File: src/hw/rtl/atpf_pkg.sv
// ----------------------------------------------------------------------------
// atpf_pkg
// shared widths, command codes and slot types of the alloc trace pair filter
// ----------------------------------------------------------------------------
`default_nettype none

package atpf_pkg;

   localparam int CMD_W          = 2;
   localparam int FIELD_W        = 48;
   localparam int DEF_RING_DEPTH = 16;
   localparam int DEF_ADDR_BITS  = 48;

   // command codes, also used as the stored and emitted kind
   localparam logic [CMD_W-1:0] CMD_ALLOC   = 2'd0;
   localparam logic [CMD_W-1:0] CMD_FREE    = 2'd1;
   localparam logic [CMD_W-1:0] CMD_REALLOC = 2'd2;

   typedef struct packed {
      logic [CMD_W-1:0]   kind;
      logic [FIELD_W-1:0] address;
      logic [FIELD_W-1:0] old_address;
      logic [FIELD_W-1:0] size;
   } slot_type;

   typedef struct packed {
      logic     live;
      slot_type slot;
   } rd_type;

endpackage

`default_nettype wire

File: src/hw/rtl/atpf_req_if.sv
// ----------------------------------------------------------------------------
// atpf_req_if
// event item channel: valid, ready and the event fields
// ----------------------------------------------------------------------------
`default_nettype none

interface atpf_req_if
   import atpf_pkg::*;
   ();

   logic               valid;
   logic               ready;
   logic [CMD_W-1:0]   command;
   logic [FIELD_W-1:0] address;
   logic [FIELD_W-1:0] old_address;
   logic [FIELD_W-1:0] size;

   modport source (output valid, command, address, old_address, size, input ready);
   modport sink   (input valid, command, address, old_address, size, output ready);
   modport mon    (input valid, ready, command, address, old_address, size);

endinterface

`default_nettype wire

File: src/hw/rtl/atpf_rsp_if.sv
// ----------------------------------------------------------------------------
// atpf_rsp_if
// emitted event item channel: valid, ready and the event fields
// ----------------------------------------------------------------------------
`default_nettype none

interface atpf_rsp_if
   import atpf_pkg::*;
   ();

   logic               valid;
   logic               ready;
   logic [CMD_W-1:0]   kind;
   logic [FIELD_W-1:0] out_address;
   logic [FIELD_W-1:0] out_old_address;
   logic [FIELD_W-1:0] out_size;

   modport source (output valid, kind, out_address, out_old_address, out_size, input ready);
   modport sink   (input valid, kind, out_address, out_old_address, out_size, output ready);
   modport mon    (input valid, ready, kind, out_address, out_old_address, out_size);

endinterface

`default_nettype wire

File: src/hw/rtl/atpf_ring.sv
// ----------------------------------------------------------------------------
// atpf_ring
// slot memory of the delay ring with one write and one registered read port,
// plus a live flag per slot cleared by reset
// ----------------------------------------------------------------------------
`default_nettype none

module atpf_ring
   import atpf_pkg::*;
#(
   parameter int RING_DEPTH = DEF_RING_DEPTH,
   localparam int IDX_W = $clog2(RING_DEPTH)
) (
   input  wire logic             clock,
   input  wire logic             reset,
   input  wire logic [IDX_W-1:0] rd_idx,
   input  wire logic             wr_en,
   input  wire logic [IDX_W-1:0] wr_idx,
   input  wire slot_type         wr_slot,
   input  wire logic             clr_en,
   input  wire logic [IDX_W-1:0] clr_idx,
   output rd_type                rd
);

   slot_type                mem [RING_DEPTH];
   logic [RING_DEPTH-1:0]   live_ff, live_in;
   logic                    rd_live_ff;
   slot_type                rd_slot_ff;

   always_comb begin
      live_in = live_ff;
      if (clr_en) begin
         live_in[clr_idx] = 1'b0;
      end
      if (wr_en) begin
         live_in[wr_idx] = 1'b1;
      end
   end

   always_ff @(posedge clock) begin
      if (reset) begin
         live_ff    <= '0;
         rd_live_ff <= 1'b0;
      end else begin
         live_ff    <= live_in;
         rd_live_ff <= live_ff[rd_idx];
      end
   end

   always_ff @(posedge clock) begin
      if (wr_en) begin
         mem[wr_idx] <= wr_slot;
      end
      rd_slot_ff <= mem[rd_idx];
   end

   assign rd.live = rd_live_ff;
   assign rd.slot = rd_slot_ff;

endmodule

`default_nettype wire

File: src/hw/rtl/atpf_seq.sv
// ----------------------------------------------------------------------------
// atpf_seq
// sequencer: takes an event; for a free of a nonzero address, walks the ring
// newest to oldest through the one address comparator; then, unless a pair was
// cancelled or the event dropped, emits the victim slot and writes the event
`default_nettype none

module atpf_seq
   import atpf_pkg::*;
#(
   parameter int RING_DEPTH = DEF_RING_DEPTH,
   parameter int ADDR_BITS  = DEF_ADDR_BITS,
   localparam int IDX_W = $clog2(RING_DEPTH)
) (
   input  wire logic               clock,
   input  wire logic               reset,
   input  wire logic               req_valid,
   output logic                    req_ready,
   input  wire logic [CMD_W-1:0]   req_command,
   input  wire logic [FIELD_W-1:0] req_address,
   input  wire logic [FIELD_W-1:0] req_old_address,
   input  wire logic [FIELD_W-1:0] req_size,
   input  wire rd_type             rd,
   output logic [IDX_W-1:0]        rd_idx,
   output logic                    wr_en,
   output logic [IDX_W-1:0]        wr_idx,
   output slot_type                wr_slot,
   output logic                    clr_en,
   output logic [IDX_W-1:0]        clr_idx,
   input  wire logic               out_free,
   output logic                    emit_en
);

   localparam int AW = (ADDR_BITS < FIELD_W) ? ADDR_BITS : FIELD_W;
   localparam logic [FIELD_W-1:0] ADDR_MASK = {FIELD_W{1'b1}} >> (FIELD_W - AW);
   localparam logic [IDX_W-1:0] LAST = IDX_W'(RING_DEPTH - 1);

   localparam logic [2:0] ST_IDLE   = 3'd0;
   localparam logic [2:0] ST_SEARCH = 3'd1;
   localparam logic [2:0] ST_POS_RD = 3'd2;
   localparam logic [2:0] ST_EMIT   = 3'd3;
   localparam logic [2:0] ST_WRITE  = 3'd4;
   localparam logic [2:0] ST_FINISH = 3'd5;

   logic [2:0]         state_ff, state_in;
   logic [IDX_W-1:0]   pos_ff, pos_in;
   logic [IDX_W-1:0]   idx_ff, idx_in;
   logic [IDX_W-1:0]   prev_ff, prev_in;
   logic [IDX_W-1:0]   cnt_ff, cnt_in;
   logic               pend_ff, pend_in;
   slot_type           slot_ff, slot_in;
   logic [FIELD_W-1:0] req_addr_m;
   logic               addr_hit;

   function automatic logic [IDX_W-1:0] ring_dec(input logic [IDX_W-1:0] i);
      return (i == '0) ? LAST : IDX_W'(i - 1'b1);
   endfunction

   function automatic logic [IDX_W-1:0] ring_inc(input logic [IDX_W-1:0] i);
      return (i == LAST) ? '0 : IDX_W'(i + 1'b1);
   endfunction

   assign req_addr_m = req_address & ADDR_MASK;
   // the shared compare unit
   assign addr_hit   = rd.live && (rd.slot.address == slot_ff.address);
   assign req_ready  = (state_ff == ST_IDLE);
   assign wr_idx     = pos_ff;
   assign wr_slot    = slot_ff;

   always_comb begin
      state_in = state_ff;
      pos_in   = pos_ff;
      idx_in   = idx_ff;
      prev_in  = prev_ff;
      cnt_in   = cnt_ff;
      pend_in  = pend_ff;
      slot_in  = slot_ff;
      rd_idx   = pos_ff;
      wr_en    = 1'b0;
      clr_en   = 1'b0;
      clr_idx  = prev_ff;
      emit_en  = 1'b0;
      unique case (state_ff)
         ST_IDLE: begin
            if (req_valid) begin
               slot_in.kind        = req_command;
               slot_in.address     = req_addr_m;
               slot_in.old_address = (req_command == CMD_REALLOC)
                                     ? (req_old_address & ADDR_MASK) : '0;
               slot_in.size        = (req_command == CMD_FREE) ? '0 : req_size;
               case (req_command) inside
                  CMD_ALLOC, CMD_REALLOC: begin
                     state_in = ST_POS_RD;
                  end
                  CMD_FREE: begin
                     if (req_addr_m != '0) begin
                        idx_in   = ring_dec(pos_ff);
                        cnt_in   = '0;
                        pend_in  = 1'b0;
                        state_in = ST_SEARCH;
                     end else begin
                        state_in = ST_FINISH;
                     end
                  end
                  default: begin
                     state_in = ST_FINISH;
                  end
               endcase
            end
         end
         ST_SEARCH: begin
            rd_idx  = idx_ff;
            idx_in  = ring_dec(idx_ff);
            prev_in = idx_ff;
            pend_in = 1'b1;
            if (pend_ff) begin
               cnt_in = IDX_W'(cnt_ff + 1'b1);
               if (addr_hit) begin
                  pend_in = 1'b0;
                  if (rd.slot.kind == CMD_ALLOC) begin
                     clr_en   = 1'b1;
                     state_in = ST_FINISH;
                  end else begin
                     state_in = ST_POS_RD;
                  end
               end else if (cnt_ff == LAST) begin
                  pend_in  = 1'b0;
                  state_in = ST_POS_RD;
               end
            end
         end
         ST_POS_RD: begin
            state_in = ST_EMIT;
         end
         ST_EMIT: begin
            if (!rd.live) begin
               state_in = ST_WRITE;
            end else if (out_free) begin
               emit_en  = 1'b1;
               state_in = ST_WRITE;
            end
         end
         ST_WRITE: begin
            wr_en    = 1'b1;
            pos_in   = ring_inc(pos_ff);
            state_in = ST_IDLE;
         end
         ST_FINISH: begin
            state_in = ST_IDLE;
         end
         default: begin
            state_in = ST_IDLE;
         end
      endcase
   end

   always_ff @(posedge clock) begin
      if (reset) begin
         state_ff <= ST_IDLE;
         pos_ff   <= '0;
         pend_ff  <= 1'b0;
      end else begin
         state_ff <= state_in;
         pos_ff   <= pos_in;
         pend_ff  <= pend_in;
      end
   end

   always_ff @(posedge clock) begin
      idx_ff  <= idx_in;
      prev_ff <= prev_in;
      cnt_ff  <= cnt_in;
      slot_ff <= slot_in;
   end

endmodule

`default_nettype wire

File: src/hw/rtl/alloc_trace_pair_filter.sv
// ----------------------------------------------------------------------------
// alloc_trace_pair_filter
// delay ring of recent allocation events that cancels alloc/free pairs
// ----------------------------------------------------------------------------
// One item at a time. An alloc or realloc reads the slot at the write position,
// emits it if live, then writes the event; a free of a nonzero address
// walks the ring newest to oldest, one slot per cycle through the single
// read port of the slot memory, until a match stops the walk or every slot
// is read; a free of address 0 or command 3 is dropped. A victim item waits
// in the result register while the result channel stalls; the block holds
// its write until that register is free. No clearing pass after reset.
// ----------------------------------------------------------------------------
`default_nettype none

module alloc_trace_pair_filter
   import atpf_pkg::*;
#(
   parameter int RING_DEPTH = DEF_RING_DEPTH,
   parameter int ADDR_BITS  = DEF_ADDR_BITS
) (
   input  wire logic  clock,
   input  wire logic  reset,
   atpf_req_if.sink   req_chan,
   atpf_rsp_if.source rsp_chan
);

   localparam int IDX_W = $clog2(RING_DEPTH);

   rd_type           rd;
   logic [IDX_W-1:0] rd_idx;
   logic             wr_en;
   logic [IDX_W-1:0] wr_idx;
   slot_type         wr_slot;
   logic             clr_en;
   logic [IDX_W-1:0] clr_idx;
   logic             emit_en;
   logic             out_free;
   logic             rsp_valid_ff, rsp_valid_in;
   slot_type         rsp_slot_ff;

   atpf_ring #(
      .RING_DEPTH (RING_DEPTH)
   ) u_ring (
      .clock   (clock),
      .reset   (reset),
      .rd_idx  (rd_idx),
      .wr_en   (wr_en),
      .wr_idx  (wr_idx),
      .wr_slot (wr_slot),
      .clr_en  (clr_en),
      .clr_idx (clr_idx),
      .rd      (rd)
   );

   atpf_seq #(
      .RING_DEPTH (RING_DEPTH),
      .ADDR_BITS  (ADDR_BITS)
   ) u_seq (
      .clock           (clock),
      .reset           (reset),
      .req_valid       (req_chan.valid),
      .req_ready       (req_chan.ready),
      .req_command     (req_chan.command),
      .req_address     (req_chan.address),
      .req_old_address (req_chan.old_address),
      .req_size        (req_chan.size),
      .rd              (rd),
      .rd_idx          (rd_idx),
      .wr_en           (wr_en),
      .wr_idx          (wr_idx),
      .wr_slot         (wr_slot),
      .clr_en          (clr_en),
      .clr_idx         (clr_idx),
      .out_free        (out_free),
      .emit_en         (emit_en)
   );

   // result register
   assign out_free = !rsp_valid_ff || rsp_chan.ready;

   always_comb begin
      rsp_valid_in = rsp_valid_ff;
      if (emit_en) begin
         rsp_valid_in = 1'b1;
      end else if (rsp_chan.ready) begin
         rsp_valid_in = 1'b0;
      end
   end

   always_ff @(posedge clock) begin
      if (reset) begin
         rsp_valid_ff <= 1'b0;
      end else begin
         rsp_valid_ff <= rsp_valid_in;
      end
   end

   always_ff @(posedge clock) begin
      if (emit_en) begin
         rsp_slot_ff <= rd.slot;
      end
   end

   assign rsp_chan.valid           = rsp_valid_ff;
   assign rsp_chan.kind            = rsp_slot_ff.kind;
   assign rsp_chan.out_address     = rsp_slot_ff.address;
   assign rsp_chan.out_old_address = rsp_slot_ff.old_address;
   assign rsp_chan.out_size        = rsp_slot_ff.size;

endmodule

`default_nettype wire

File: src/flat_wrapper.sv
// flat-port wrapper written by rule: the top's interface ports become plain ports
module alloc_trace_pair_filter_flat import atpf_pkg::*;
#(
   parameter int RING_DEPTH = DEF_RING_DEPTH,
   parameter int ADDR_BITS  = DEF_ADDR_BITS
)
  (clock, reset, req_chan_valid, req_chan_command, req_chan_address, req_chan_old_address, req_chan_size, req_chan_ready, rsp_chan_valid, rsp_chan_kind, rsp_chan_out_address, rsp_chan_out_old_address, rsp_chan_out_size, rsp_chan_ready);
  atpf_req_if req_chan_i ();
  atpf_rsp_if rsp_chan_i ();
  input  wire logic clock;
  input  wire logic reset;
  input wire logic [$bits(req_chan_i.valid)-1:0] req_chan_valid;
  input wire logic [$bits(req_chan_i.command)-1:0] req_chan_command;
  input wire logic [$bits(req_chan_i.address)-1:0] req_chan_address;
  input wire logic [$bits(req_chan_i.old_address)-1:0] req_chan_old_address;
  input wire logic [$bits(req_chan_i.size)-1:0] req_chan_size;
  output wire logic [$bits(req_chan_i.ready)-1:0] req_chan_ready;
  output wire logic [$bits(rsp_chan_i.valid)-1:0] rsp_chan_valid;
  output wire logic [$bits(rsp_chan_i.kind)-1:0] rsp_chan_kind;
  output wire logic [$bits(rsp_chan_i.out_address)-1:0] rsp_chan_out_address;
  output wire logic [$bits(rsp_chan_i.out_old_address)-1:0] rsp_chan_out_old_address;
  output wire logic [$bits(rsp_chan_i.out_size)-1:0] rsp_chan_out_size;
  input wire logic [$bits(rsp_chan_i.ready)-1:0] rsp_chan_ready;
  assign req_chan_i.valid = req_chan_valid;
  assign req_chan_i.command = req_chan_command;
  assign req_chan_i.address = req_chan_address;
  assign req_chan_i.old_address = req_chan_old_address;
  assign req_chan_i.size = req_chan_size;
  assign req_chan_ready = req_chan_i.ready;
  assign rsp_chan_valid = rsp_chan_i.valid;
  assign rsp_chan_kind = rsp_chan_i.kind;
  assign rsp_chan_out_address = rsp_chan_i.out_address;
  assign rsp_chan_out_old_address = rsp_chan_i.out_old_address;
  assign rsp_chan_out_size = rsp_chan_i.out_size;
  assign rsp_chan_i.ready = rsp_chan_ready;
  alloc_trace_pair_filter #(.RING_DEPTH(RING_DEPTH), .ADDR_BITS(ADDR_BITS)) u_core (.clock(clock), .reset(reset), .req_chan(req_chan_i), .rsp_chan(rsp_chan_i));
endmodule
File: config.mk
export PLATFORM = sky130hd
export DESIGN_NAME = alloc_trace_pair_filter_flat
export DESIGN_NICKNAME = d
export VERILOG_FILES = /design/src/hw/rtl/atpf_pkg.sv /design/src/hw/rtl/atpf_req_if.sv /design/src/hw/rtl/atpf_rsp_if.sv /design/src/hw/rtl/atpf_ring.sv /design/src/hw/rtl/atpf_seq.sv /design/src/hw/rtl/alloc_trace_pair_filter.sv /design/src/flat_wrapper.sv
export SDC_FILE = /design/constraint.sdc
export NUM_CORES = 2
export LEC_CHECK = 0
export BUFFER_PORTS_ARGS = -buffer_cell sky130_fd_sc_hd__clkbuf_2
export CORE_MARGIN = 2
export CORE_UTILIZATION = 28
export CTS_BUF_LIST = sky130_fd_sc_hd__clkbuf_8
export CTS_CLUSTER_SIZE = 14
export DETAILED_ROUTE_END_ITERATION = 10
export SKIP_CTS_REPAIR_TIMING = 1
export SYNTH_ARGS = -nofsm -noshare
export SYNTH_HDL_FRONTEND = slang
export SYNTH_HIERARCHICAL = 1
export SYNTH_SLANG_ARGS = --single-unit
File: constraint.sdc
create_clock -name clock -period 14.3 [get_ports clock]
set_input_delay 1.43 -clock clock [delete_from_list [all_inputs] [get_ports clock]]
set_output_delay 1.43 -clock clock [all_outputs]
set_load 0.01 [all_outputs]
Word-level counts from Yosys, hierarchy flattened

Memory sizes are Yosys's and may differ from the RTL's. A register that Yosys moved wholly into a read port is not among the register bits.
Index checks and enable logic that the tools add are counted.
W data, S select, Z words.

Logic and storage cells: 118
Memories kept: 1
Input bits: 150
Register bits after elaboration: 330
Output and inout bits: 148
RAM bits: 2336

Equal/unequal tests: 16
Add/subtract/negate cells: 4
Bitwise logic cells: 3
Multiplexer cells: 54
$lt $le $gt $ge: 5
Reduce and logical (&&, ||, !) cells: 18

Memories:

| memory            | words | bits a word | rd ports | clocked after memory_dff | write ports | RTL line        | text |
|---|---|---|---|---|---|---|---|
| u_core.u_ring.mem | 16    | 146         | 1        | 1                        | 1           | atpf_ring.sv:25 | `slot_type mem [RING_DEPTH];` |

Operator list:

| cell                  | count |
|---|---|
| $mux W4               | 13 |
| $eq A48 B48 Y1        | 1 |
| $reduce_bool A48 Y1   | 1 |
| $mux W16              | 2 |
| $mux W3               | 10 |
| $mux W1               | 22 |
| $and A16 B16 Y16      | 1 |
| $not A16 Y16          | 1 |
| $or A16 B16 Y16       | 1 |
| $pmux W4 S2           | 2 |
| $lt A4 B5 Y1 const B  | 3 |
| $pmux W3 S4           | 1 |
| $add A4 B1 Y4 const B | 2 |
| $demux W1 S4          | 2 |
| $eq A4 B4 Y1 const B  | 2 |
| $ge A4 B1 Y1 const B  | 2 |
| $logic_not A4 Y1      | 2 |
| $sub A4 B1 Y4 const B | 2 |
| $eq A3 B2 Y1 const B  | 2 |
| $ne A2 B2 Y1 const B  | 3 |
| $reduce_and A6 Y1     | 1 |
| $reduce_and A5 Y1     | 1 |
| $bmux W1 S4           | 1 |
| $logic_not A2 Y1      | 2 |
| other kinds (16)      | 20 |

Longest topological paths before layout

Depth after elaboration: 9
Depth in mapped cells: 14
Mapped depth without buffers: 8

Hierarchy

Netlist, hierarchy kept.

Modules (own cells, without submodules):

| module                  | instances | seq. area each (µm²) | area an instance (µm²) | cells each |
|---|---|---|---|---|
| atpf_ring               | 1         | 73410.4              | 90825.9                | 3835 |
| atpf_seq                | 1         | 4904.7               | 6840.3                 | 462 |
| alloc_trace_pair_filter | 1         | 4404.2               | 4430.5                 | 150 |

Least setup slack after synthesis

Ideal clock, no wire load.

Path type: input port to flip-flop
From: in rsp_chan_ready
To: reg u_core.rsp_valid_ff, in the netlist u_core/rsp_chan.valid
Cell stages on the path: 4
Buffers on the path: 0
Data required time: 14.206 ns
Setup slack: 1.354 ns
Library setup time: 0.094 ns
Data arrival time: 12.852 ns
Cell sequence: nand2b_4 nor3b_1 inv_1 a21oi_2

Word-level cells in the longest chain between the ends: 5
Elaborated cells on any way between the ends: 6
Classes of those cells: 4 x mux; 2 x reduce/logical

Ends and longest elaborated chain:

| what                                          | RTL line                      | text |
|---|---|---|
| from (decl)                                   | flat_wrapper.sv:23            | `input wire logic [$bits(rsp_chan_i.ready)-1:0] rsp_chan_ready;` |
| $logic_or A1 B1 Y1 *                          | alloc_trace_pair_filter.sv:79 | `assign out_free = !rsp_valid_ff \|\| rsp_chan.ready;` |
| $mux W1 *                                     | atpf_seq.sv:138               | `end else if (out_free) begin` |
| $mux W1 *                                     | atpf_seq.sv:136               | `if (!rd.live) begin` |
| $mux W1 *                                     | atpf_seq.sv:83                | `unique case (state_ff)` |
| named net u_core.emit_en                      | alloc_trace_pair_filter.sv:36 | `logic emit_en;` |
| $mux W1 or $reduce_bool A2 Y1 (tied branches) | --                            |  |
| to (signal assigned)                          | alloc_trace_pair_filter.sv:94 | `rsp_valid_ff <= rsp_valid_in;` |
| to (decl)                                     | alloc_trace_pair_filter.sv:38 | `logic rsp_valid_ff, rsp_valid_in;` |

Mark *: on every way through the listed nets, which the timed path passes. The rest lies on a longest branch.
A chain may end at the register's enable or synchronous reset.

Worst setup path after layout

From: reg u_core.u_seq.state_ff[0]
To: reg, netlist name u_core/u_ring/rd[99]

Word-level cells in the longest chain between the ends: 2

Ends and longest elaborated chain:

| what                       | RTL line                      | text |
|---|---|---|
| from (decl)                | atpf_seq.sv:45                | `logic [2:0] state_ff, state_in;` |
| from (signal assigned)     | atpf_seq.sv:163               | `state_ff <= state_in;` |
| $eq A3 B1 Y1               | atpf_seq.sv:83                |  |
| $mux W4                    | atpf_seq.sv:83                |  |
| named net u_core.rd_idx[1] | alloc_trace_pair_filter.sv:30 | `logic [IDX_W-1:0] rd_idx;` |

The timed path passes the listed nets, and every way through them passes these cells.

==> impl_metrics.py <==
metrics = {
    "global_routing": {
        "grtUsageTotal_pct": 14.2,
        "grt_first_pass_wirelength_mm": 378,
        "grt_max_degree": 113,
        "grt-ovfl-total": 0,
        "grt_antenna_before_repair": 23,
        "grt_pass1_vias": 50400,
    },
    "drt": {
        "dr.pass1.iters": 8,
        "drcViolationCount": 0,
        "via_per_inst": 4.71,
        "drt.antenna.violating_nets": 0,
        "drtIter0Drc": 5033,
        "vias": 48300,
        "wirelength_mm": 269,
        "wl_per_cell_um": 26.3,
    },
    "worst_hold_path": {
        "hold_class": "reg2reg",
        "min_path_cells": 0,
    },
    "synthesis": {
        "postSynthCellCount": 4447,
        "async_flop_share_pct": 0,
        "yosys.area.top_type": "edfxtp_1",
        "ys_top_cells_by_count": "2640 x edfxtp_1, 586 x mux4_2, 237 x a22oi_1",
        "ys_ff_latch": 2812,
        "ys.flop_type": "edfxtp_1",
        "yosysMostFrequentCell": "edfxtp_1",
        "yosysSeqAreaShare_pct": 81.0,
        "syn_avg_cell_area_um2": 23.0,
        "syn-num-nets": 4603,
        "synth_area_leaders": "edfxtp_1 78%, mux4_2 13%, dfxtp_1 3.4%",
        "synth_edf_count": 2640,
        "syn-cell-area_mm2": 0.102,
        "yosysWarnings": 6,
        "synth_top_area_share_pct": 77.6,
        "synth_cell_types": 51,
    },
    "final_layout": {
        "drive_gt1_share_pct": 29.4,
        "fin_nets": 5216,
        "fin_area_mm2": 0.118,
        "post-route-util_pct": 32.6,
        "syn_to_final_growth_pct": 15.8,
    },
    "sta": {
        "setup_slack_ns": 8.41,
        "setup_tns_ns": 0,
        "rsz0062_at_grt": "no",
        "slew_headroom_pct": 12.0,
        "worstMarginPinSlew_ns": 1.32,
        "hold_violations": 0,
        "setup_violations": 0,
        "worst_clock_skew_ns": 0.115,
        "min_period_ns": 5.89,
        "timing.fmax_mhz": 170,
        "slew_violations": 0,
        "period_share_pct": 41.2,
    },
    "power": {
        "p_leak_nw": 37.4,
        "p_comb_share_pct": 12.7,
        "p_sw_share_pct": 26.5,
        "power_density_mw_per_mm2": 163,
        "p_seq_share_pct": 52.5,
        "intPower_mw": 14.2,
        "power.switching_mw": 5.12,
        "finalPower_mw": 19.3,
        "vdd_ir_drop_max_mv": 0.0996,
        "clock_power_share_pct": 34.8,
    },
    "clocking": {
        "clockBufferDepth": 4,
        "cts_tree": "done",
        "cts_sinks": 2812,
        "cts-root-buf": "clkbuf_8",
        "h-tree-depth": 5,
        "clkTransAtPathRegs_ns": 0.06,
        "cts_made_buffers": 451,
        "clock_latency_ns": 1.10,
    },
    "placement": {
        "port_buffers": 297,
        "hpwl_mm": 141,
        "gp_congestion": 0.739,
        "place_area_mm2": 0.109,
        "pre_cts_slack_ns": 8.33,
    },
    "floorplanning": {
        "io_pins": 298,
        "start_util_pct": 28.1,
        "die_w_um": 608,
        "die_y_um": 608,
        "rows": 221,
        "die_area_mm2": 0.369,
        "core_mm2": 0.363,
    },
    "critical_path": {
        "worstPathArrival_ns": 6.83,
        "crit_type": "reg2reg",
        "cp-start-kind": "flip-flop",
        "endpoint_kind": "flip-flop",
        "reg2regPathDepth": 11,
        "cp_max_fo": 61,
        "crit_required_ns": 15.24,
    },
    "status": {
        "status": "complete, no violations",
    },
    "job": {
        "drv_cap": 0,
    },
}
power by group through the flow:
stage	clock, mW	combinational [mW]	sequential [mW]
after global placement	0	2.49	10.3
after floorplan	0	1.76	10.0
final	6.72	2.45	10.1
after detailed placement	0	2.51	10.3
after CTS	6.91	2.52	10.1
after global routing	7.25	2.63	10.2
stage by stage:
step / hold WS, ns / instances
floorplan: 0.386 / 4447
global placement: 0.388 / 9401
detailed placement: 0.389 / 9401
CTS: 0.302 / 10200
global route: 0.327 / 10200
finish: 0.299 / 10200
routing by layer:
layer / track usage, % / up-vias / wire, um
li1: - / 20000 / -
met1: 18.6 / 26100 / 111000
met2: 24.1 / 1764 / 135000
met3: 2.33 / 395 / 16900
met4: 4.25 / 8 / 7230
met5: 0 / - / 50
flip-flops by register name (all words and copies together), names as in the netlist, 16 cells and up:
register and flops:
u_core/rsp_chan.out_old_address 48, u_core/u_seq/wr_slot 146, u_core/u_ring/mem 2336, u_core/u_ring/rd 146, u_core/u_ring/live_ff 16, u_core/rsp_chan.out_size 48, u_core/rsp_chan.out_address 48
final cells by class:
type | count | area, um2
sequential | 2812 | 82700
tap | 4794 | 6000
clock buffer | 488 | 6720
fill | 34400 | 245000
clock inverter | 346 | 2100
multi-input combinational | 1391 | 18400
inverter | 28 | 233
antenna | 8 | 20.0
timing repair buffer | 376 | 2130
final timing paths:
check,from,end,slack (ns)
setup reg to reg,u_core/u_seq/state_ff[0],u_core/u_ring/rd[99],8.41
hold / removal,u_core/u_ring/rd[91],u_core/rsp_chan.out_old_address[43],0.30
hold reg to reg,u_core/u_ring/rd[91],u_core/rsp_chan.out_old_address[43],0.30
setup / recovery,u_core/u_seq/state_ff[0],u_core/u_ring/rd[99],8.41
cell usage in the layout (no fill, tap or decap), types with 4 or more instances in the layout:
cell type   count
clkbuf_2      297
diode_2         8
nor3_1          5
o22ai_1        58
nor4_2          7
nand3_1         9
buf_4          75
inv_6           9
buf_12          4
a21oi_1        25
ha_1            6
clkinv_2       45
nand2b_1       13
clkinv_1       84
nor2b_1         4
mux4_2        586
xnor2_1         6
inv_12          6
o21ai_0        17
inv_8          21
nand4_1         6
xor2_1         43
a22oi_1       237
bufinv_16      19
inv_1         172
and2_1         99
clkbuf_8      488
nor4_1         17
clkinv_4        5
nor2_1         47
mux2i_1         6
clkinvlp_4     11
edfxtp_1     2640
nand2_1       150
dfxtp_1       172
kinds of logic (layout without fill, tap and decap cells):
logic type	count (synthesis)	in the layout	share of synthesized area, %
XOR/XNOR	49	49	0.420
AND/OR/NAND/NOR	385	385	1.89
flip-flops	2812	2812	81.0
multiplexers	592	592	13.0
AO/OA/AOI/OAI	359	359	2.49
adder cells (fa/ha/maj)	6	6	0.0735
buffers and inverters	244	1238	1.13
other	0	8	0
critical path: stages (launching register included):
cell and delay [ns]:
dfxtp_1 0.49, or3b_2 0.62, inv_1 0.47, nand2_1 0.18
o21ai_4 0.10, buf_4 0.74, buf_4 0.83, buf_4 0.76
buf_4 0.78, mux4_2 0.41, a22oi_1 0.22, nand2_1 0.07
No activity file was read; power rests on OpenSTA's default activity.
